File: src/rtl/core/rbd_pkg.sv
// Shared constants, types and helpers of the RGB565 box downscaler.
`default_nettype none

package rbd_pkg;

   localparam int MAX_WIDTH = 2048;
   localparam int MAX_SCALE = 16;

   localparam int DIM_W   = 12;
   localparam int DIM_MAX = 2048;
   localparam int OW_MAX  = (MAX_WIDTH < DIM_MAX) ? MAX_WIDTH : DIM_MAX;
   localparam int IN_W    = $clog2(DIM_MAX);
   localparam int COL_W   = $clog2(MAX_WIDTH);

   localparam int SUB_W   = (MAX_SCALE > 1) ? $clog2(MAX_SCALE) : 1;
   localparam int SCALE_W = SUB_W + 1;
   localparam int AREA_W  = $clog2(MAX_SCALE * MAX_SCALE + 1);

   localparam int PIX_W     = 16;
   localparam int RED_W     = 5;
   localparam int GREEN_W   = 6;
   localparam int BLUE_W    = 5;
   localparam int RED_LSB   = 11;
   localparam int GREEN_LSB = 5;

   localparam int SUM_R_W = $clog2(((1 << RED_W) - 1) * MAX_SCALE * MAX_SCALE + 1);
   localparam int SUM_G_W = $clog2(((1 << GREEN_W) - 1) * MAX_SCALE * MAX_SCALE + 1);
   localparam int SUM_B_W = $clog2(((1 << BLUE_W) - 1) * MAX_SCALE * MAX_SCALE + 1);
   localparam int SUM_W   = SUM_R_W + SUM_G_W + SUM_B_W;

   localparam int CSR_W     = 2;
   localparam logic [CSR_W-1:0] CSR_INPUT_WIDTH   = 2'd0;
   localparam logic [CSR_W-1:0] CSR_INPUT_HEIGHT  = 2'd1;
   localparam logic [CSR_W-1:0] CSR_OUTPUT_WIDTH  = 2'd2;
   localparam logic [CSR_W-1:0] CSR_OUTPUT_HEIGHT = 2'd3;

   localparam logic [DIM_W-1:0] IW_RESET = DIM_W'(640);
   localparam logic [DIM_W-1:0] IH_RESET = DIM_W'(480);
   localparam logic [DIM_W-1:0] OW_RESET = DIM_W'(240);
   localparam logic [DIM_W-1:0] OH_RESET = DIM_W'(240);

   typedef struct packed {
      logic                busy;
      logic [SCALE_W-1:0]  sx;
      logic [SCALE_W-1:0]  sy;
      logic [AREA_W-1:0]   area;
   } scale_type;

   typedef struct packed {
      logic [SUM_R_W-1:0]  sum_r;
      logic [SUM_G_W-1:0]  sum_g;
      logic [SUM_B_W-1:0]  sum_b;
      logic [AREA_W-1:0]   area;
      logic                row_end;
      logic                frame_end;
   } div_req_type;

   typedef struct packed {
      logic [PIX_W-1:0]    pixel;
      logic                row_end;
      logic                frame_end;
   } div_rsp_type;

   function automatic logic [DIM_W-1:0] clamp_dim(input logic [DIM_W-1:0] v,
                                                  input logic [DIM_W-1:0] hi);
      logic [DIM_W-1:0] r;
      r = v;
      if (v == '0) begin
         r = DIM_W'(1);
      end else if (v > hi) begin
         r = hi;
      end
      return r;
   endfunction

endpackage

`default_nettype wire

File: src/rtl/core/rbd_scale_calc.sv
// Scale factor and block area computation, one quotient bit per cycle.
`default_nettype none

module rbd_scale_calc
   import rbd_pkg::*;
(
   input  wire logic             clock,
   input  wire logic             reset,
   input  wire logic             start,
   input  wire logic [DIM_W-1:0] iw,
   input  wire logic [DIM_W-1:0] ih,
   input  wire logic [DIM_W-1:0] ow,
   input  wire logic [DIM_W-1:0] oh,
   output scale_type             scale
);

   localparam int STEP_W = (SUB_W > 1) ? $clog2(SUB_W) : 1;
   localparam int WIDE_W = DIM_W + SCALE_W;

   logic               pend_ff;
   logic               run_ff;
   logic               fin_ff;
   logic [STEP_W-1:0]  step_ff;
   logic [DIM_W-1:0]   rem_x_ff, rem_y_ff;
   logic [SUB_W-1:0]   q_x_ff, q_y_ff;
   logic               sat_x_ff, sat_y_ff;
   logic [SCALE_W-1:0] sx_ff, sy_ff;
   logic [AREA_W-1:0]  area_ff;

   logic               load;
   logic [WIDE_W-1:0]  dvs_x, dvs_y;
   logic               ge_x, ge_y;
   logic [SCALE_W-1:0] sx_c, sy_c;
   logic [2*SCALE_W-1:0] area_c;

   // a register write lands at the start edge; the new value is loaded in the cycle after
   assign load = pend_ff;

   always_comb begin
      dvs_x = WIDE_W'(ow) << step_ff;
      dvs_y = WIDE_W'(oh) << step_ff;
      ge_x  = WIDE_W'(rem_x_ff) >= dvs_x;
      ge_y  = WIDE_W'(rem_y_ff) >= dvs_y;
      sx_c  = sat_x_ff ? SCALE_W'(MAX_SCALE) :
              (q_x_ff == '0) ? SCALE_W'(1) : {1'b0, q_x_ff};
      sy_c  = sat_y_ff ? SCALE_W'(MAX_SCALE) :
              (q_y_ff == '0) ? SCALE_W'(1) : {1'b0, q_y_ff};
      area_c = sx_c * sy_c;
   end

   always_ff @(posedge clock) begin
      if (reset) begin
         pend_ff <= 1'b1;
         run_ff  <= 1'b0;
         fin_ff  <= 1'b0;
      end else begin
         pend_ff <= start;
         if (load) begin
            run_ff <= 1'b1;
            fin_ff <= 1'b0;
         end else if (run_ff && step_ff == '0) begin
            run_ff <= 1'b0;
            fin_ff <= 1'b1;
         end else if (fin_ff) begin
            fin_ff <= 1'b0;
         end
      end
   end

   always_ff @(posedge clock) begin
      if (load) begin
         rem_x_ff <= iw;
         rem_y_ff <= ih;
         q_x_ff   <= '0;
         q_y_ff   <= '0;
         sat_x_ff <= WIDE_W'(iw) >= WIDE_W'(ow) * WIDE_W'(MAX_SCALE);
         sat_y_ff <= WIDE_W'(ih) >= WIDE_W'(oh) * WIDE_W'(MAX_SCALE);
         step_ff  <= STEP_W'(SUB_W - 1);
      end else if (run_ff) begin
         if (ge_x) begin
            rem_x_ff        <= rem_x_ff - dvs_x[DIM_W-1:0];
            q_x_ff[step_ff] <= 1'b1;
         end
         if (ge_y) begin
            rem_y_ff        <= rem_y_ff - dvs_y[DIM_W-1:0];
            q_y_ff[step_ff] <= 1'b1;
         end
         if (step_ff != '0) begin
            step_ff <= step_ff - STEP_W'(1);
         end
      end
      if (fin_ff) begin
         sx_ff   <= sx_c;
         sy_ff   <= sy_c;
         area_ff <= area_c[AREA_W-1:0];
      end
   end

   assign scale.busy = pend_ff || run_ff || fin_ff;
   assign scale.sx   = sx_ff;
   assign scale.sy   = sy_ff;
   assign scale.area = area_ff;

endmodule

`default_nettype wire

File: config.mk
export PLATFORM = sky130hd
export DESIGN_NAME = rbd_scale_calc
export DESIGN_NICKNAME = d
export VERILOG_FILES = /design/src/rtl/core/rbd_pkg.sv /design/src/rtl/core/rbd_scale_calc.sv
export SDC_FILE = /design/constraint.sdc
export NUM_CORES = 1
export LEC_CHECK = 0
export ABC_AREA = 1
export ABC_CLOCK_PERIOD_IN_PS = 4600
export BUFFER_PORTS_ARGS = -buffer_cell sky130_fd_sc_hd__buf_2
export CORE_ASPECT_RATIO = 0.9
export CORE_MARGIN = 2
export CORE_UTILIZATION = 59
export DETAILED_ROUTE_END_ITERATION = 8
export HOLD_SLACK_MARGIN = 0.02
export PLACE_DENSITY = 0.84
export REMOVE_ABC_BUFFERS = 1
export SLEW_MARGIN = 25
export SYNTH_ARGS = -nofsm -noshare
export SYNTH_HDL_FRONTEND = slang
export SYNTH_SLANG_ARGS = --single-unit
File: constraint.sdc
create_clock -name clock -period 4.6 [get_ports clock]
set_input_delay 0.69 -clock clock [delete_from_list [all_inputs] [get_ports clock]]
set_output_delay 0.69 -clock clock [all_outputs]
set_load 0.01 [all_outputs]
# [After elaboration in Yosys (flattened, before gate mapping)]
# Index checks and enable logic that the tools add are counted.
# W data, S select, Z words.
[totals] regBits=58 input_bits=51 output_inout_bits=20 elab_cells=60
[op_classes] addsub=3 n_mul=1 magnitude_cmp=6 shifts=2 n_mux=15 bitwise_logic=2 reduce_logical=18
[op_table] cell="$mux W12" n=6
[op_table] cell="$ge A12 B17 Y1" n=2
[op_table] cell="$shl A12 B2 Y17" n=2
[op_table] cell="$ge A12 B16 Y1" n=2
[op_table] cell="$sub A12 B12 Y12" n=2
[op_table] cell="$mux W5" n=2
[op_table] cell="$reduce_and A2 Y1" n=5
[op_table] cell="$reduce_bool A2 Y1" n=5
[op_table] cell="$mul A5 B5 Y9" n=1
[op_table] cell="$logic_not A4 Y1" n=2
[op_table] cell="$mux W4" n=2
[op_table] cell="$or A4 B4 Y4" n=2
[op_table] cell="$mux W1" n=4
[op_table] cell="$lt A2 B3 Y1 const B" n=1
[op_table] cell="$demux W1 S2" n=1
[op_table] cell="$ge A2 B1 Y1 const B" n=1
[op_table] cell="$logic_and A1 B1 Y1" n=2
[op_table] cell="$logic_not A2 Y1" n=1
[op_table] cell="$logic_or A1 B1 Y1" n=2
[op_table] cell="$reduce_or A2 Y1" n=1
[op_table] cell="$sub A2 B1 Y2 const B" n=1

# [Logic depth before layout (Yosys ltp)]
[logic_depth] word_depth=5 mapped_depth=17

# [Worst setup path before layout]
# OpenSTA, ideal clock, no wires.
[synth_timing] kind="flip-flop to flip-flop" startpoint="reg sat_x_ff" endpoint="reg area_ff[7] (data pin)" arrival_time_ns=3.148 required_time_ns=4.335 setup_slack_ns=1.187 path_stages_with_launch=15 path_buffers=0 synth_period_minus_slack_ns=3.413 cell_sequence="edfxtp_1 > a21oi_1 > inv_1 > nor2_1 > fa_1 > inv_1 > fa_1 > inv_1 > fa_1 > ha_1 > a21oi_1 > nand2_1 > a21oi_1 > o21ai_0 > xor2_1"
[synth_via] elab_chain_cells=2
[synth_lines] element="start, declared" line_no="rbd_scale_calc.sv:26" text="logic sat_x_ff, sat_y_ff;"
[synth_lines] element="start signal, assigned" line_no="rbd_scale_calc.sv:76" text="sat_x_ff <= WIDE_W'(iw) >= WIDE_W'(ow) * WIDE_W'(MAX_SCALE);"
[synth_lines] element="$mux W5" line_no="rbd_scale_calc.sv:44" text="sx_c = sat_x_ff ? SCALE_W'(MAX_SCALE) :"
[synth_lines] element="via sx_c[0]" line_no="rbd_scale_calc.sv:33" text="logic [SCALE_W-1:0] sx_c, sy_c;"
[synth_lines] element="$mul A5 B5 Y9" line_no="rbd_scale_calc.sv:48" text="area_c = sx_c * sy_c;"
[synth_lines] element="via area_c[7]" line_no="rbd_scale_calc.sv:34" text="logic [2*SCALE_W-1:0] area_c;"
[synth_lines] element="end signal, assigned" line_no="rbd_scale_calc.sv:95" text="area_ff <= area_c[AREA_W-1:0];"
[synth_lines] element="end, declared" line_no="rbd_scale_calc.sv:28" text="logic [AREA_W-1:0] area_ff;"
# The timed path passes the listed nets, and every way through them passes these cells.
# A chain may end at the register's enable or synchronous reset.

# [Worst setup path after layout]
# Same ends and word-level chain as after synthesis.

==> impl_metrics.csv <==
group,metric,value,unit
outcome,outcome,"completed",
timing,whs,0.475,ns
global_route,use_met2,45.4,%
yosys,synth_top_area_cell,"edfxtp_1",
critical_path,critPathArrivalTime,3.76,ns
yosys,ys_ff_latch,58,
detailed_routing,wire_per_inst,14.2,um
floorplanning,dieArea,9380,um2
global_route,use_met3,5.41,%
final_layout,drive_above_1_share,15.6,%
timing,setup_viol,0,
final_layout,fin_nets,851,
critical_path,cp-end-kind,"flop",
critical_path,crit_buf_inv,3,
final_layout,syn2layout_area_growth,12.1,%
detailed_routing,vias,4672,
placement,port_buffers,70,
floorplanning,row_count,32,
floorplanning,coreArea,8490,um2
job,cap_violations,0,
cts,cts_setup_buffers,0,
yosys,synth_common_cells,"154 x nand2_1, 84 x inv_1, 65 x nor2_1, 60 x ha_1, 48 x o21ai_0",
final_layout,stdcell_count,854,
timing,hold_viol,0,
critical_path,path_cells,"a21oi_1 -> inv_1 -> nor2_1 -> fa_1 -> inv_1 -> fa_1 -> inv_1 -> fa_1 -> ha_1 -> a21oi_1 -> nand2_1 -> a21oi_1 -> o21ai_0 -> xor2_1",
yosys,async_reset_ff_share,0,%
cts,clkTransAtPathRegs,0.08,ns
placement,dp_cells,838,
pwr,power.density,279,nW/um2
detailed_routing,via_per_inst,5.47,
cts,cts.htree.levels,3,
cts,clkSinkCount,58,
global_route,busiest_layer,"met2",
yosys,yosys.cell_count.top_type,"nand2_1",
global_route,grt_first_pass_wirelength,20.3,mm
floorplanning,initial_utilization,59.9,%
cts,cts_buffers,9,
pwr,vdd_drop_max,0.180,mV
yosys,ys.flop_type,"edfxtp_1",
timing,max_freq,0.274,GHz
global_route,antenna_found_initial,0,
placement,dp_hpwl,9.31,mm
timing,slew_headroom,41.9,%
yosys,synth_top_area_share,26.6,%
floorplanning,die_width,102,um
critical_path,cp_slowest_cell,"fa_1",
global_route,grt_pass1_vias,4493,
yosys,synth_edf_count,45,
timing,slew_violations,0,
timing,tns,0,ns
yosys,yosysSeqAreaShare,31.7,%
global_route,grt_usage,27.5,%
detailed_routing,drtIter0Drc,223,
critical_path,required,4.70,ns
floorplanning,pin_count,71,
timing,rsz0062_at_grt,"false",
critical_path,cp_top_family,"adder cells",
global_route,use_met1,36.6,%
floorplanning,fp.dieH,92.1,um
hold_path,hold_class,"flop to flop",
final_layout,final_util,67.2,%
detailed_routing,ant_nets,0,
cts,ctsHoldBuffers,0,
final_layout,stdcell_area,5700,um2
global_route,grt_max_degree,54,
yosys,avgSynthCellArea,7.67,um2
timing,tightestPinTransition,0.870,ns
pwr,p_leak,0.00285,uW
cts,cts_tree,"done",
critical_path,cpPeakStageDelay,0.53,ns
cts,cts.path.max_buffers,2,
final_layout,diodes,0,
placement,placed_area,5520,um2
placement,place_congestion,0.934,
detailed_routing,drcViolationCount,0,
cts,cts_resized,0,
yosys,synth_warnings,0,
detailed_routing,wl,12.1,mm
timing,finClkSkew,0.00789,ns
cts,clk_latency,0.35,ns
critical_path,path_class,"flop to flop",
yosys,synth_area_leaders,"edfxtp_1 27%, ha_1 15%, nand2_1 11%, inv_1 6.2%, dfxtp_1 5.1%",
timing,finalCritPeriodShare,79.4,%
global_route,grt_overflow,0,
critical_path,cp-start-kind,"flop",
yosys,synth.distinct_cells,36,
yosys,netlist_area,5080,um2
yosys,syn_inst,663,
critical_path,critical_path.max_fanout,7,
cts,clock-root-buffer,"clkbuf_8",
timing,min_period,3.65,ns
detailed_routing,dr.pass1.iters,5,
## cell type report
class / count / area (um2)
Sequential cell: 58 / 1610
Timing Repair Buffer: 73 / 373
Fill cell: 755 / 2790
Inverter: 90 / 340
Tap cell: 119 / 149
Clock buffer: 10 / 138
Clock inverter: 6 / 42.5
Multi-Input combinational cell: 498 / 3050
## cell families after synthesis
group / count (synthesis) / share of synthesized area (%)
flops: 58 / 31.7
simple gates: 291 / 25.0
xor+xnor: 15 / 2.58
buf+inv: 107 / 8.37
mux: 10 / 1.97
fa+ha+maj: 70 / 18.7
compound gates: 112 / 11.7
## placed cells by master (no fill, tap or decap), drive strengths merged
master    synthesis  final
nand2           161    161
inv              89     89
buf              12     73
nor2             66     66
ha               60     60
o21ai            56     56
nand3            46     46
edfxtp           45     45
a21oi            45     45
dfxtp            13     13
mux2i            10     10
fa               10     10
clkbuf            5     10
xor2              8      8
xnor2             7      7
nand4             5      5
nor4              5      5
clkinv            1      5
a21o              4      4
a31oi             3      3
nor3              3      3
nand3b            2      2
o22ai             2      2
nor3b             2      2
clkinvlp          0      2
a22oi             1      1
o21bai            1      1
or2               1      1
## sequential cells by signal, summed over array words and instances (netlist names)
register and cells:
rem_x_ff 12, rem_y_ff 12, area_ff 9, sx_ff 5, sy_ff 5, q_x_ff 4, q_y_ff 4, step_ff 2
fin_ff 1, load 1, run_ff 1, sat_x_ff 1, sat_y_ff 1
## worst reg2reg max path, delay by kind of cell (launching register included)
family / cells / cell delay [ns]
xor gates and xnor gates: 1 / 0.15
adders and majority gates: 4 / 1.89
buffers and inverters: 3 / 0.26
DFF: 1 / 0.45
and+or+nand+nor: 2 / 0.18
AOI/OAI and AO/OA: 4 / 0.47
## layer usage
layer	vias to the layer above	share of wire [%]
met5	-	0
met1	2125	44
met2	171	47
li1	2352	-
met4	0	2.2
met3	24	6.3
## metrics by stage
stage          power (uW)  worst slack [ns]
2_1_floorplan        1010              1.19
3_3_place_gp         1120              1.03
3_5_place_dp         1140             0.953
4_1_cts              1580             0.957
5_1_grt              1690             0.755
6_report             1590             0.947
## worst paths after layout
kind / start / to / slack (ns) / cells after the start
min reg2reg: q_y_ff[0]$_SDFFE_PP0P_ / q_y_ff[0]$_SDFFE_PP0P_ / 0.47 / 2
max: sat_x_ff$_DFFE_PP_ / area_ff[7]$_DFFE_PP_ / 0.95 / 14
max reg2reg: sat_x_ff$_DFFE_PP_ / area_ff[7]$_DFFE_PP_ / 0.95 / 14
min: q_y_ff[0]$_SDFFE_PP0P_ / q_y_ff[0]$_SDFFE_PP0P_ / 0.47 / 2
## power breakdown
group,internal (uW),switching (uW)
Combinational,193,338
Clock,210,231
Sequential,602,15.5
Power figures use the tool's default switching activity.
