[src/rtl/core/rbd_pkg.sv]
// Shared constants, types and helpers of the RGB565 box downscaler.
`default_nettype none

package rbd_pkg;

   localparam int MAX_WIDTH = 2048;
   localparam int MAX_SCALE = 16;

   localparam int DIM_W   = 12;
   localparam int DIM_MAX = 2048;
   localparam int OW_MAX  = (MAX_WIDTH < DIM_MAX) ? MAX_WIDTH : DIM_MAX;
   localparam int IN_W    = $clog2(DIM_MAX);
   localparam int COL_W   = $clog2(MAX_WIDTH);

   localparam int SUB_W   = (MAX_SCALE > 1) ? $clog2(MAX_SCALE) : 1;
   localparam int SCALE_W = SUB_W + 1;
   localparam int AREA_W  = $clog2(MAX_SCALE * MAX_SCALE + 1);

   localparam int PIX_W     = 16;
   localparam int RED_W     = 5;
   localparam int GREEN_W   = 6;
   localparam int BLUE_W    = 5;
   localparam int RED_LSB   = 11;
   localparam int GREEN_LSB = 5;

   localparam int SUM_R_W = $clog2(((1 << RED_W) - 1) * MAX_SCALE * MAX_SCALE + 1);
   localparam int SUM_G_W = $clog2(((1 << GREEN_W) - 1) * MAX_SCALE * MAX_SCALE + 1);
   localparam int SUM_B_W = $clog2(((1 << BLUE_W) - 1) * MAX_SCALE * MAX_SCALE + 1);
   localparam int SUM_W   = SUM_R_W + SUM_G_W + SUM_B_W;

   localparam int CSR_W     = 2;
   localparam logic [CSR_W-1:0] CSR_INPUT_WIDTH   = 2'd0;
   localparam logic [CSR_W-1:0] CSR_INPUT_HEIGHT  = 2'd1;
   localparam logic [CSR_W-1:0] CSR_OUTPUT_WIDTH  = 2'd2;
   localparam logic [CSR_W-1:0] CSR_OUTPUT_HEIGHT = 2'd3;

   localparam logic [DIM_W-1:0] IW_RESET = DIM_W'(640);
   localparam logic [DIM_W-1:0] IH_RESET = DIM_W'(480);
   localparam logic [DIM_W-1:0] OW_RESET = DIM_W'(240);
   localparam logic [DIM_W-1:0] OH_RESET = DIM_W'(240);

   typedef struct packed {
      logic                busy;
      logic [SCALE_W-1:0]  sx;
      logic [SCALE_W-1:0]  sy;
      logic [AREA_W-1:0]   area;
   } scale_type;

   typedef struct packed {
      logic [SUM_R_W-1:0]  sum_r;
      logic [SUM_G_W-1:0]  sum_g;
      logic [SUM_B_W-1:0]  sum_b;
      logic [AREA_W-1:0]   area;
      logic                row_end;
      logic                frame_end;
   } div_req_type;

   typedef struct packed {
      logic [PIX_W-1:0]    pixel;
      logic                row_end;
      logic                frame_end;
   } div_rsp_type;

   function automatic logic [DIM_W-1:0] clamp_dim(input logic [DIM_W-1:0] v,
                                                  input logic [DIM_W-1:0] hi);
      logic [DIM_W-1:0] r;
      r = v;
      if (v == '0) begin
         r = DIM_W'(1);
      end else if (v > hi) begin
         r = hi;
      end
      return r;
   endfunction

endpackage

`default_nettype wire

[src/rtl/core/rbd_avg_div.sv]
// Iterative divider of the three channel sums by the block area, two bits per cycle.
`default_nettype none

module rbd_avg_div
   import rbd_pkg::*;
(
   input  wire logic        clock,
   input  wire logic        reset,
   input  wire logic        start,
   input  wire div_req_type req,
   input  wire logic        take,
   output logic             busy,
   output logic             done,
   output div_rsp_type      rsp
);

   localparam int SW        = (SUM_G_W > SUM_R_W) ?
                              ((SUM_G_W > SUM_B_W) ? SUM_G_W : SUM_B_W) :
                              ((SUM_R_W > SUM_B_W) ? SUM_R_W : SUM_B_W);
   localparam int DIV_STEPS = (SW + 1) / 2;
   localparam int QW        = 2 * DIV_STEPS;
   localparam int ACC_W     = AREA_W + 1;
   localparam int CNT_W     = (DIV_STEPS > 1) ? $clog2(DIV_STEPS) : 1;

   logic              run_ff, done_ff;
   logic [CNT_W-1:0]  cnt_ff;
   logic [AREA_W-1:0] d_ff;
   logic [ACC_W-1:0]  acc_r_ff, acc_g_ff, acc_b_ff;
   logic [QW-1:0]     q_r_ff, q_g_ff, q_b_ff;
   logic              row_end_ff, frame_end_ff;

   logic [ACC_W+QW-1:0] nxt_r, nxt_g, nxt_b;

   function automatic logic [ACC_W+QW-1:0] div_bit(input logic [ACC_W-1:0]  acc,
                                                   input logic [QW-1:0]     q,
                                                   input logic [AREA_W-1:0] d);
      logic [ACC_W-1:0] sh;
      logic [ACC_W-1:0] dz;
      logic             ge;
      sh = {acc[ACC_W-2:0], q[QW-1]};
      dz = ACC_W'(d);
      ge = sh >= dz;
      return {(ge ? sh - dz : sh), q[QW-2:0], ge};
   endfunction

   function automatic logic [ACC_W+QW-1:0] div_two(input logic [ACC_W-1:0]  acc,
                                                   input logic [QW-1:0]     q,
                                                   input logic [AREA_W-1:0] d);
      logic [ACC_W+QW-1:0] first;
      first = div_bit(acc, q, d);
      return div_bit(first[ACC_W+QW-1:QW], first[QW-1:0], d);
   endfunction

   always_comb begin
      nxt_r = div_two(acc_r_ff, q_r_ff, d_ff);
      nxt_g = div_two(acc_g_ff, q_g_ff, d_ff);
      nxt_b = div_two(acc_b_ff, q_b_ff, d_ff);
   end

   always_ff @(posedge clock) begin
      if (reset) begin
         run_ff  <= 1'b0;
         done_ff <= 1'b0;
      end else begin
         if (start) begin
            run_ff <= 1'b1;
         end else if (run_ff && cnt_ff == '0) begin
            run_ff  <= 1'b0;
            done_ff <= 1'b1;
         end else if (done_ff && take) begin
            done_ff <= 1'b0;
         end
      end
   end

   always_ff @(posedge clock) begin
      if (start) begin
         d_ff         <= req.area;
         acc_r_ff     <= '0;
         acc_g_ff     <= '0;
         acc_b_ff     <= '0;
         q_r_ff       <= QW'(req.sum_r);
         q_g_ff       <= QW'(req.sum_g);
         q_b_ff       <= QW'(req.sum_b);
         row_end_ff   <= req.row_end;
         frame_end_ff <= req.frame_end;
         cnt_ff       <= CNT_W'(DIV_STEPS - 1);
      end else if (run_ff) begin
         {acc_r_ff, q_r_ff} <= nxt_r;
         {acc_g_ff, q_g_ff} <= nxt_g;
         {acc_b_ff, q_b_ff} <= nxt_b;
         if (cnt_ff != '0) begin
            cnt_ff <= cnt_ff - CNT_W'(1);
         end
      end
   end

   assign busy          = run_ff || done_ff;
   assign done          = done_ff;
   assign rsp.pixel     = {q_r_ff[RED_W-1:0], q_g_ff[GREEN_W-1:0], q_b_ff[BLUE_W-1:0]};
   assign rsp.row_end   = row_end_ff;
   assign rsp.frame_end = frame_end_ff;

endmodule

`default_nettype wire

[config.mk]
export PLATFORM = sky130hd
export DESIGN_NAME = rbd_avg_div
export DESIGN_NICKNAME = d
export VERILOG_FILES = /design/src/rtl/core/rbd_pkg.sv /design/src/rtl/core/rbd_avg_div.sv
export SDC_FILE = /design/constraint.sdc
export NUM_CORES = 1
export LEC_CHECK = 0
export BUFFER_PORTS_ARGS = -buffer_cell sky130_fd_sc_hd__buf_2
export CAP_MARGIN = 30
export CORE_ASPECT_RATIO = 1.75
export CORE_MARGIN = 4
export CORE_UTILIZATION = 50
export CTS_CLUSTER_DIAMETER = 100
export DETAILED_ROUTE_END_ITERATION = 6
export GPL_TIMING_DRIVEN = 0
export PLACE_DENSITY = 0.69
export SLEW_MARGIN = 15
export SYNTH_ARGS = -nofsm -noshare
export SYNTH_HDL_FRONTEND = slang
export SYNTH_SLANG_ARGS = --single-unit
[constraint.sdc]
create_clock -name clock -period 5.31 [get_ports clock]
set_clock_uncertainty 0.15 [all_clocks]
set_input_delay 1.062 -clock clock [delete_from_list [all_inputs] [get_ports clock]]
set_output_delay 1.062 -clock clock [all_outputs]
set_load 0.1 [all_outputs]
==> Yosys cells after proc, flatten, opt, wreduce, memory -nomap -nowiden <==
Index checks and enable logic that the tools add are counted.
{ "word_totals": {"register_bits": 85, "word_cells": 54, "input_bits": 55, "output_inout_bits": 20} }
{ "op_classes": {"addsub": 7, "n_reduce_logical": 10, "order_cmp": 6, "muxes": 16, "bitwise_logic": 1} }
{ "ops": {"columns": ["cell", "n"], "rows": [
  ["$ge 10x9->1", 6],
  ["$mux 9", 6],
  ["$sub 9x9->9", 6],
  ["$mux 13", 4],
  ["$mux 14", 2],
  ["$reduce_bool 2->1", 3],
  ["$mux 1", 4],
  ["$reduce_and 2->1", 2],
  ["$logic_not 3->1", 1],
  ["$reduce_bool 3->1", 1],
  ["$sub 3x1->3 const B", 1],
  ["$logic_and 1x1->1", 2],
  ["$logic_or 1x1->1", 1],
  ["$not 1->1", 1]
]} }

==> Longest topological paths before layout <==
Gate-level depths: netlist of run 1.
{ "depth": {"ltp_word": 5, "depth_mapped": 18} }

==> Worst setup path after synthesis of run 1 <==
Ideal clock, no wire load.
{ "synth_timing": {"path_kind": "register to register", "startpoint": "register d_ff[1]", "endpoint": "register acc_r_ff[0]", "setup_ps": 86, "n_path_buf": 1, "slack_ps": 1075, "stages_incl_launch_ff": 15, "arrival_time_ps": 4000, "cell_sequence": "edfxtp_1 -> inv_1 -> fa_1 -> a211oi_2 -> o21ai_1 -> a31oi_1 -> mux2_2 -> ha_1 -> a21oi_1 -> a311oi_1 -> a211oi_1 -> o21a_1 -> buf_6 -> mux2_1 -> a211oi_1"} }
{ "synth_between": {"elab_chain_cells": 4, "word_cells_on_any_way": 5} }
{ "synth_lines": {"columns": ["element", "line", "text"], "rows": [
  ["from (decl)", "rbd_avg_div.sv:27", "logic [AREA_W-1:0] d_ff;"],
  ["from (signal assigned)", "rbd_avg_div.sv:78", "d_ff <= req.area;"],
  ["$sub 9x9->9 / $ge 10x9->1 (equally long branches)", "rbd_avg_div.sv:43, rbd_avg_div.sv:42", null],
  ["$mux 9", "rbd_avg_div.sv:43", "return {(ge ? sh - dz : sh), q[QW-2:0], ge};"],
  ["$ge 10x9->1 *", "rbd_avg_div.sv:42", "ge = sh >= dz;"],
  ["$mux 9 *", "rbd_avg_div.sv:43", null],
  ["to (signal assigned)", "rbd_avg_div.sv:89", "{acc_r_ff, q_r_ff} <= nxt_r;"],
  ["to (decl)", "rbd_avg_div.sv:28", "logic [ACC_W-1:0] acc_r_ff, acc_g_ff, acc_b_ff;"]
]} }
Mark *: on every way between the ends. The rest lies on a longest branch, timed or not.
A chain may end at the register's enable or synchronous reset.

==> Worst setup path in the final report of run 1 <==
{ "layout_timing": {"startpoint": "register d_ff[0]", "endpoint": "register q_r_ff[0], data pin"} }
{ "layout_between": {"elab_chain_cells": 5, "word_cells_on_any_way": 6} }
{ "layout_lines": {"columns": ["element", "line", "text"], "rows": [
  ["$sub 9x9->9 / $ge 10x9->1 (equally long branches)", "rbd_avg_div.sv:43, rbd_avg_div.sv:42", null],
  ["$mux 9", "rbd_avg_div.sv:43", null],
  ["$ge 10x9->1 *", "rbd_avg_div.sv:42", null],
  ["$mux 13 *", "rbd_avg_div.sv:88", "end else if (run_ff) begin"],
  ["$mux 13 *", "rbd_avg_div.sv:77", "if (start) begin"],
  ["to (signal assigned)", "rbd_avg_div.sv:82", "q_r_ff <= QW'(req.sum_r);"],
  ["to (signal assigned)", "rbd_avg_div.sv:89", null],
  ["to (decl)", "rbd_avg_div.sv:29", "logic [QW-1:0] q_r_ff, q_g_ff, q_b_ff;"]
]} }
Mark *: on every way between the ends. The rest lies on a longest branch, timed or not. The select of a mux whose other input is x is not followed.

==> results of run 1 <==
==> registers in the layout, summed over array words and instances, names as in the netlist, 3 cells and up <==
name      flops
acc_g_ff      9
d_ff          9
q_g_ff       14
cnt_ff        3
q_b_ff       14
acc_r_ff      9
q_r_ff       14
acc_b_ff      9
==> path summary, 6_finish.rpt <==
path / start / to / slack, ns
worst max-delay path: d_ff[0] / q_r_ff[0] / 0.21
worst max register to register: d_ff[0] / q_r_ff[0] / 0.21
worst min register to register: q_b_ff[11] / q_b_ff[13] / 0.34
worst min-delay path: q_b_ff[11] / q_b_ff[13] / 0.34
==> cells by family after synthesis <==
kind of cell	synth area share, %
fa+ha+maj	12.80
mux	10.01
buf+inv	6.007
flops	34.48
xor+xnor	3.277
simple gates	13.17
compound gates	20.27
==> cell usage after synthesis, drive strengths merged (13+ instances only) <==
master / n
mux2: 49
o21ai: 36
ha: 56
buf: 27
a311oi: 16
nand2: 41
nand2b: 13
o21a: 16
nor3: 14
inv: 40
a21oi: 34
a211oi: 16
nor2: 51
edfxtp: 51
dfxtp: 34
xnor2: 13
==> power groups by stage <==
stage | clock network [mW] | logic, mW | registers [mW]
final | 0.651 | 2.13 | 0.888
after global routing | 0.688 | 2.31 | 0.900
after CTS | 0.661 | 2.10 | 0.887
after detailed placement | 0 | 2.09 | 0.900
after global placement | 0 | 2.04 | 0.897
after floorplan | 0 | 1.67 | 0.875
==> final cells by class <==
| type | instances | area, um^2 |
|---|---|---|
| buffer | 37 | 235.2 |
| multi-input combinational | 499 | 3824 |
| sequential | 85 | 2212 |
| timing repair buffer | 75 | 397.9 |
| clock inverter | 7 | 80.08 |
| clock buffer | 9 | 225.2 |
| tap | 168 | 210.2 |
| inverter | 40 | 150.1 |
| fill | 1074 | 5165 |
==> placed cells by master, fill, tap and decap left out, drive strengths merged, types with 9 or more instances in the layout <==
master and count:
buf 102, ha 56, nor2 51, edfxtp 51
mux2 49, inv 43, nand2 41, o21ai 36
a21oi 34, dfxtp 34, clkbuf 19, o21a 16
a311oi 16, a211oi 16, nor3 14, xnor2 13
nand2b 13, xor2 11, o31ai 11, o211ai 10
or2 9, mux2i 9, nand4 9
==> critical path, stage by stage, from the launching register on <==
cell and delay (ns):
edfxtp_1 0.53, ha_1 0.24, inv_1 0.06, fa_1 0.43, a211oi_2 0.31, o21ai_1 0.19, a31oi_2 0.40, mux2_2 0.40
ha_1 0.35, a21oi_1 0.37, a311oi_1 0.16, a211oi_1 0.44, o21ai_1 0.42, mux2_2 0.40
==> metal layers <==
metal  vias up  track usage [%]
met5         -                0
met4         0            16.87
met3        73            4.375
met2       189            43.31
met1      2635            24.59
li1       2636                -
==> metrics.cfg, run 1 <==
[floorplan]
core_um2 = 12500
io_pins = 75
die_h_um = 157.8
rows = 54
die_width_um = 93.63
dieArea_um2 = 14780
start_util_pct = 51.32

[pwr]
p_per_area_nw_per_um2 = 500.6
p_seq_share_pct = 24.2
clkPwrFrac_pct = 17.7
p_sw_mw = 1.628
vdd_drop_max_mv = 0.3590
internal-power_mw = 2.043
total_power_mw = 3.671
netSwitchingFraction_pct = 44.35
p_leak_nw = 3.061
combPwrFrac_pct = 58.1

[placement]
gp_congestion = 0.9684
dp_hpwl_mm = 13.74
portBuffers = 74
dp.cells = 904
place_ws_ns = 0.2208
place_area_um2 = 7023

[run_status]
outcome = completed

[critical_path]
crit_path_start_kind = flip-flop
cp-end-kind = flip-flop
cp_data_required_time_ns = 5.25
cp_max_fo = 7
arrival_ns = 5.04
rr_worst_depth = 13
crit_type = flip-flop to flip-flop

[timing]
slew_headroom_pct = 39.35
rsz0062_at_grt = yes
drv_slew = 0
worst_pin_slew_ns = 0.9064
holdWs_ns = 0.3350
finalHoldViolCount = 0
setup_violations = 0
min_period_ns = 5.096
fmax_mhz = 196.2
fin_setup_tns_ns = 0
setup_ws_ns = 0.2141
finalCritPeriodShare_pct = 95.97

[synth]
synthCells = 661
synth_cell_types = 57
synth-seq-area-share_pct = 34.48
async_flop_share_pct = 0
ys_warn_count = 0
avgSynthCellArea_um2 = 9.705
synth_top_area_share_pct = 23.87
syn_area_um2 = 6415
ys_ff_latch = 85
synth_edf_count = 51
synth_area_leaders = edfxtp_1 24%, ha_1 11%, dfxtp_1 11%, mux2_2 8.4%, nor2_1 3.0%
syn_nets = 778
synth_top_flop_cell = edfxtp_1
synth_area_leader_cell = edfxtp_1

[clock_tree]
cts.clk_slew.worst_paths_ns = 0.07
cts-htree-levels = 3
post_cts_buffers = 0
clock_tree.buffer_depth = 2
root_buffer = clkbuf_16
clkLatencyLatePin_ns = 0.34
cts.sinks = 85
cts_buffers = 9
ctsHoldBuffers = 0
cts_resized = 0
cts_tree = done

[min_path]
worstHoldPathType = flip-flop to flip-flop
holdPathStages = 2

[routing]
dr.max_layer_used = met4
drt_wl_total_mm = 17.53
routed-wl-met3_um = 801
vias = 5533
drt-met1-wl_mm = 6.317
drcViolationCount = 0
drt_iter0_markers = 205
firstDrtPassIters = 5
wl_per_cell_um = 19.06
vias_per_cell = 6.014
route.met2.wl_mm = 9.186
drtAntennaViolNets = 0

[finish]
layout.nets = 864
fin_cells = 920
drive_gt1_share_pct = 25.13
finalInstanceArea_um2 = 7335
post-route-util_pct = 58.68
syn_to_final_growth_pct = 14.34
n_antenna_cell = 0

[global_route]
grt_max_degree = 22
grt_pass1_wl_mm = 27.51
antenna_found_initial = 0
grt-ovfl-total = 0
grt_usage_pct = 24.00
grt_pass1_vias = 5680

[run]
maxCapViolCount = 0

Note: power is estimated with default switching activity, not from simulation.
==> inputs of run 2 (changes only) <==
--- a/config.mk
+++ b/config.mk
@@ -14,6 +14,7 @@
 export DETAILED_ROUTE_END_ITERATION = 6
 export GPL_TIMING_DRIVEN = 0
 export PLACE_DENSITY = 0.69
+export REMOVE_ABC_BUFFERS = 1
 export SLEW_MARGIN = 15
 export SYNTH_ARGS = -nofsm -noshare
 export SYNTH_HDL_FRONTEND = slang
==> run 2 against run 1 <==
Flip-flop and latch count unchanged; via count shrank 4.4%; highest routed layer unchanged; routed wire length is 7.5% lower; clock-buffer cell count rose by 1; register-to-register slack gained 0.03 ns; clock power down 4.8%; cell area down 2.0%; combinational power is 4% lower.
==> metrics.cfg, run 2 (same netlist as run 1, synthesis figures left out) <==
[finish]
layout.nets = 836
finalInstanceArea_um2 = 7191
fin_cells = 892
syn_to_final_growth_pct = 12.09
layout_commonest_cell = buf_2
reg_top3 = q_b_ff: 14 flops, q_g_ff: 14 flops, q_r_ff: 14 flops
final_cell_mix = 73 x buf_2, 56 x ha_1, 51 x nor2_1, 51 x edfxtp_1, 48 x mux2_2
drive_gt1_share_pct = 24.59
n_antenna_cell = 0
num-fill-cells = 1075

[global_route]
grt_usage_pct = 22.58
grt_pass1_vias = 5531
grt_max_degree = 72
antenna_found_initial = 0
grt-ovfl-total = 0
grt_pass1_wl_mm = 26.55

[critical_path]
cp_cell_sequence = ha_1 > inv_1 > fa_1 > a211oi_2 > o21ai_1 > a31o_2 > mux2_2 > ha_1 > a21oi_1 > a21oi_1 > o31ai_1 > o311ai_4 > a311o_1 > a32o_1
arrival_ns = 5.14
slowest_delay_ns = 0.56
crit_path_start_kind = flip-flop
rr_worst_depth = 14
cp-end-kind = flip-flop
cp_slowest_cell = edfxtp_1
ff2ff_setup_slack_ns = 0.25
rr_startpoint = d_ff[0]
crit_type = flip-flop to flip-flop
cp_max_fo = 13
cp_data_required_time_ns = 5.39
r2r-end = acc_g_ff[6]

[timing]
min_period_ns = 5.063
slew_headroom_pct = 39.68
setup_violations = 0
worst_pin_slew_ns = 0.9015
drv_slew = 0
fin_setup_tns_ns = 0
fmax_mhz = 197.5
rsz0062_at_grt = no
finalHoldViolCount = 0
finalCritPeriodShare_pct = 95.34

[min_path]
min_to = acc_g_ff[1]
min_from = acc_g_ff[1]
holdPathStages = 2
worstHoldPathType = flip-flop to flip-flop

[clock_tree]
root_buffer = clkbuf_16
cts_buffers = 9
cts-htree-levels = 3
clock_tree.buffer_depth = 2
cts.clk_slew.worst_paths_ns = 0.07
cts_tree = done
clkLatencyLatePin_ns = 0.35
cts.sinks = 85

[placement]
dp_hpwl_mm = 12.35
gp_congestion = 0.9056
place_area_um2 = 6810
dp.cells = 868
portBuffers = 74

[floorplan]
dieArea_um2 = 14780
core_um2 = 12500
io_pins = 75
die_h_um = 157.8
start_util_pct = 51.32
die_width_um = 93.63
rows = 54

[pwr]
p_per_area_nw_per_um2 = 494.3
vdd_drop_max_mv = 0.4677
total_power_mw = 3.555
p_leak_nw = 2.967

[routing]
vias_per_cell = 5.929
firstDrtPassIters = 4
drcViolationCount = 0
vias = 5289
wl_per_cell_um = 18.18
drt_iter0_markers = 294
drtAntennaViolNets = 0
drt_wl_total_mm = 16.22

[run]
maxCapViolCount = 0

[run_status]
outcome = completed

==> run 2: cell count changes in the layout (fill, tap and decap cells not counted), sizes merged <==
| cell | previous run | this run |
|---|---|---|
| buf | 102 | 84 |
| clkbuf | 19 | 10 |
| inv | 43 | 41 |
| bufinv | 1 | 0 |
| clkinv | 2 | 3 |
| clkinvlp | 1 | 2 |
==> run 2: how the worst max path moves through the flow <==
stage,from,to
after floorplan,d_ff[1],acc_r_ff[0]
after global placement,d_ff[0],acc_r_ff[0]
after detailed placement,d_ff[0],acc_r_ff[0]
after CTS,d_ff[0],acc_b_ff[0]
after global routing,d_ff[0],acc_r_ff[0]
final,d_ff[0],acc_g_ff[6]
==> run 2: power by group <==
group / internal [mW] / switching (mW)
logic: 0.807 / 1.24
clock network: 0.337 / 0.282
registers: 0.818 / 0.0701
total: 1.96 / 1.59
==> run 2: timing repair <==
| item | CTS | global route |
|---|---|---|
| setup endpoints to repair | 1 | 13 |
| hold buffers | 0 | 0 |
| cloned | 0 | 0 |
| gates resized for setup | 1 | 3 |
| buffers inserted | 0 | 8 |
| pin swaps | 0 | 1 |
==> run 2: layout make-up <==
| type | count | area [um^2] | area share [%] |
|---|---|---|---|
| clock buffer | 10 | 239.0 | 3.323 |
| timing repair buffer | 84 | 485.5 | 6.751 |
| inverter | 40 | 153.9 | 2.140 |
| sequential | 85 | 2213 | 30.78 |
| multi-input combinational | 499 | 3835 | 53.33 |
| tap | 168 | 210.2 | 2.923 |
| clock inverter | 6 | 53.80 | 0.7482 |
==> run 2: stage by stage <==
| stage | util (%) | hold slack, ns | setup WS [ns] |
|---|---|---|---|
| floorplan | - | 0.2976 | 0.6511 |
| finish | 57.53 | 0.3364 | 0.2472 |
| CTS | 56.90 | 0.3343 | 0.06606 |
| global placement | 54.08 | 0.3141 | -0.4123 |
| global route | 57.53 | 0.3661 | 0.02867 |
| detailed placement | 54.48 | 0.3262 | -0.01364 |
==> run 2: critical path: cells and delay by family, from the launching register on <==
family	cells	cell delay [ns]
muxes	1	0.32
AOI/OAI and AO/OA	9	2.80
adders and majority gates	3	1.03
buffers and inverters	1	0.05
DFF	1	0.56
==> run 2: routing by layer <==
layer / GRT usage (%) / vias to the layer above / share of wire (%)
met3: 3.281 / 40 / 4.1
met5: 0 / - / 0
met1: 24.41 / 2518 / 38
met4: 11.23 / 0 / 3.9
met2: 42.18 / 149 / 54
li1: - / 2582 / -
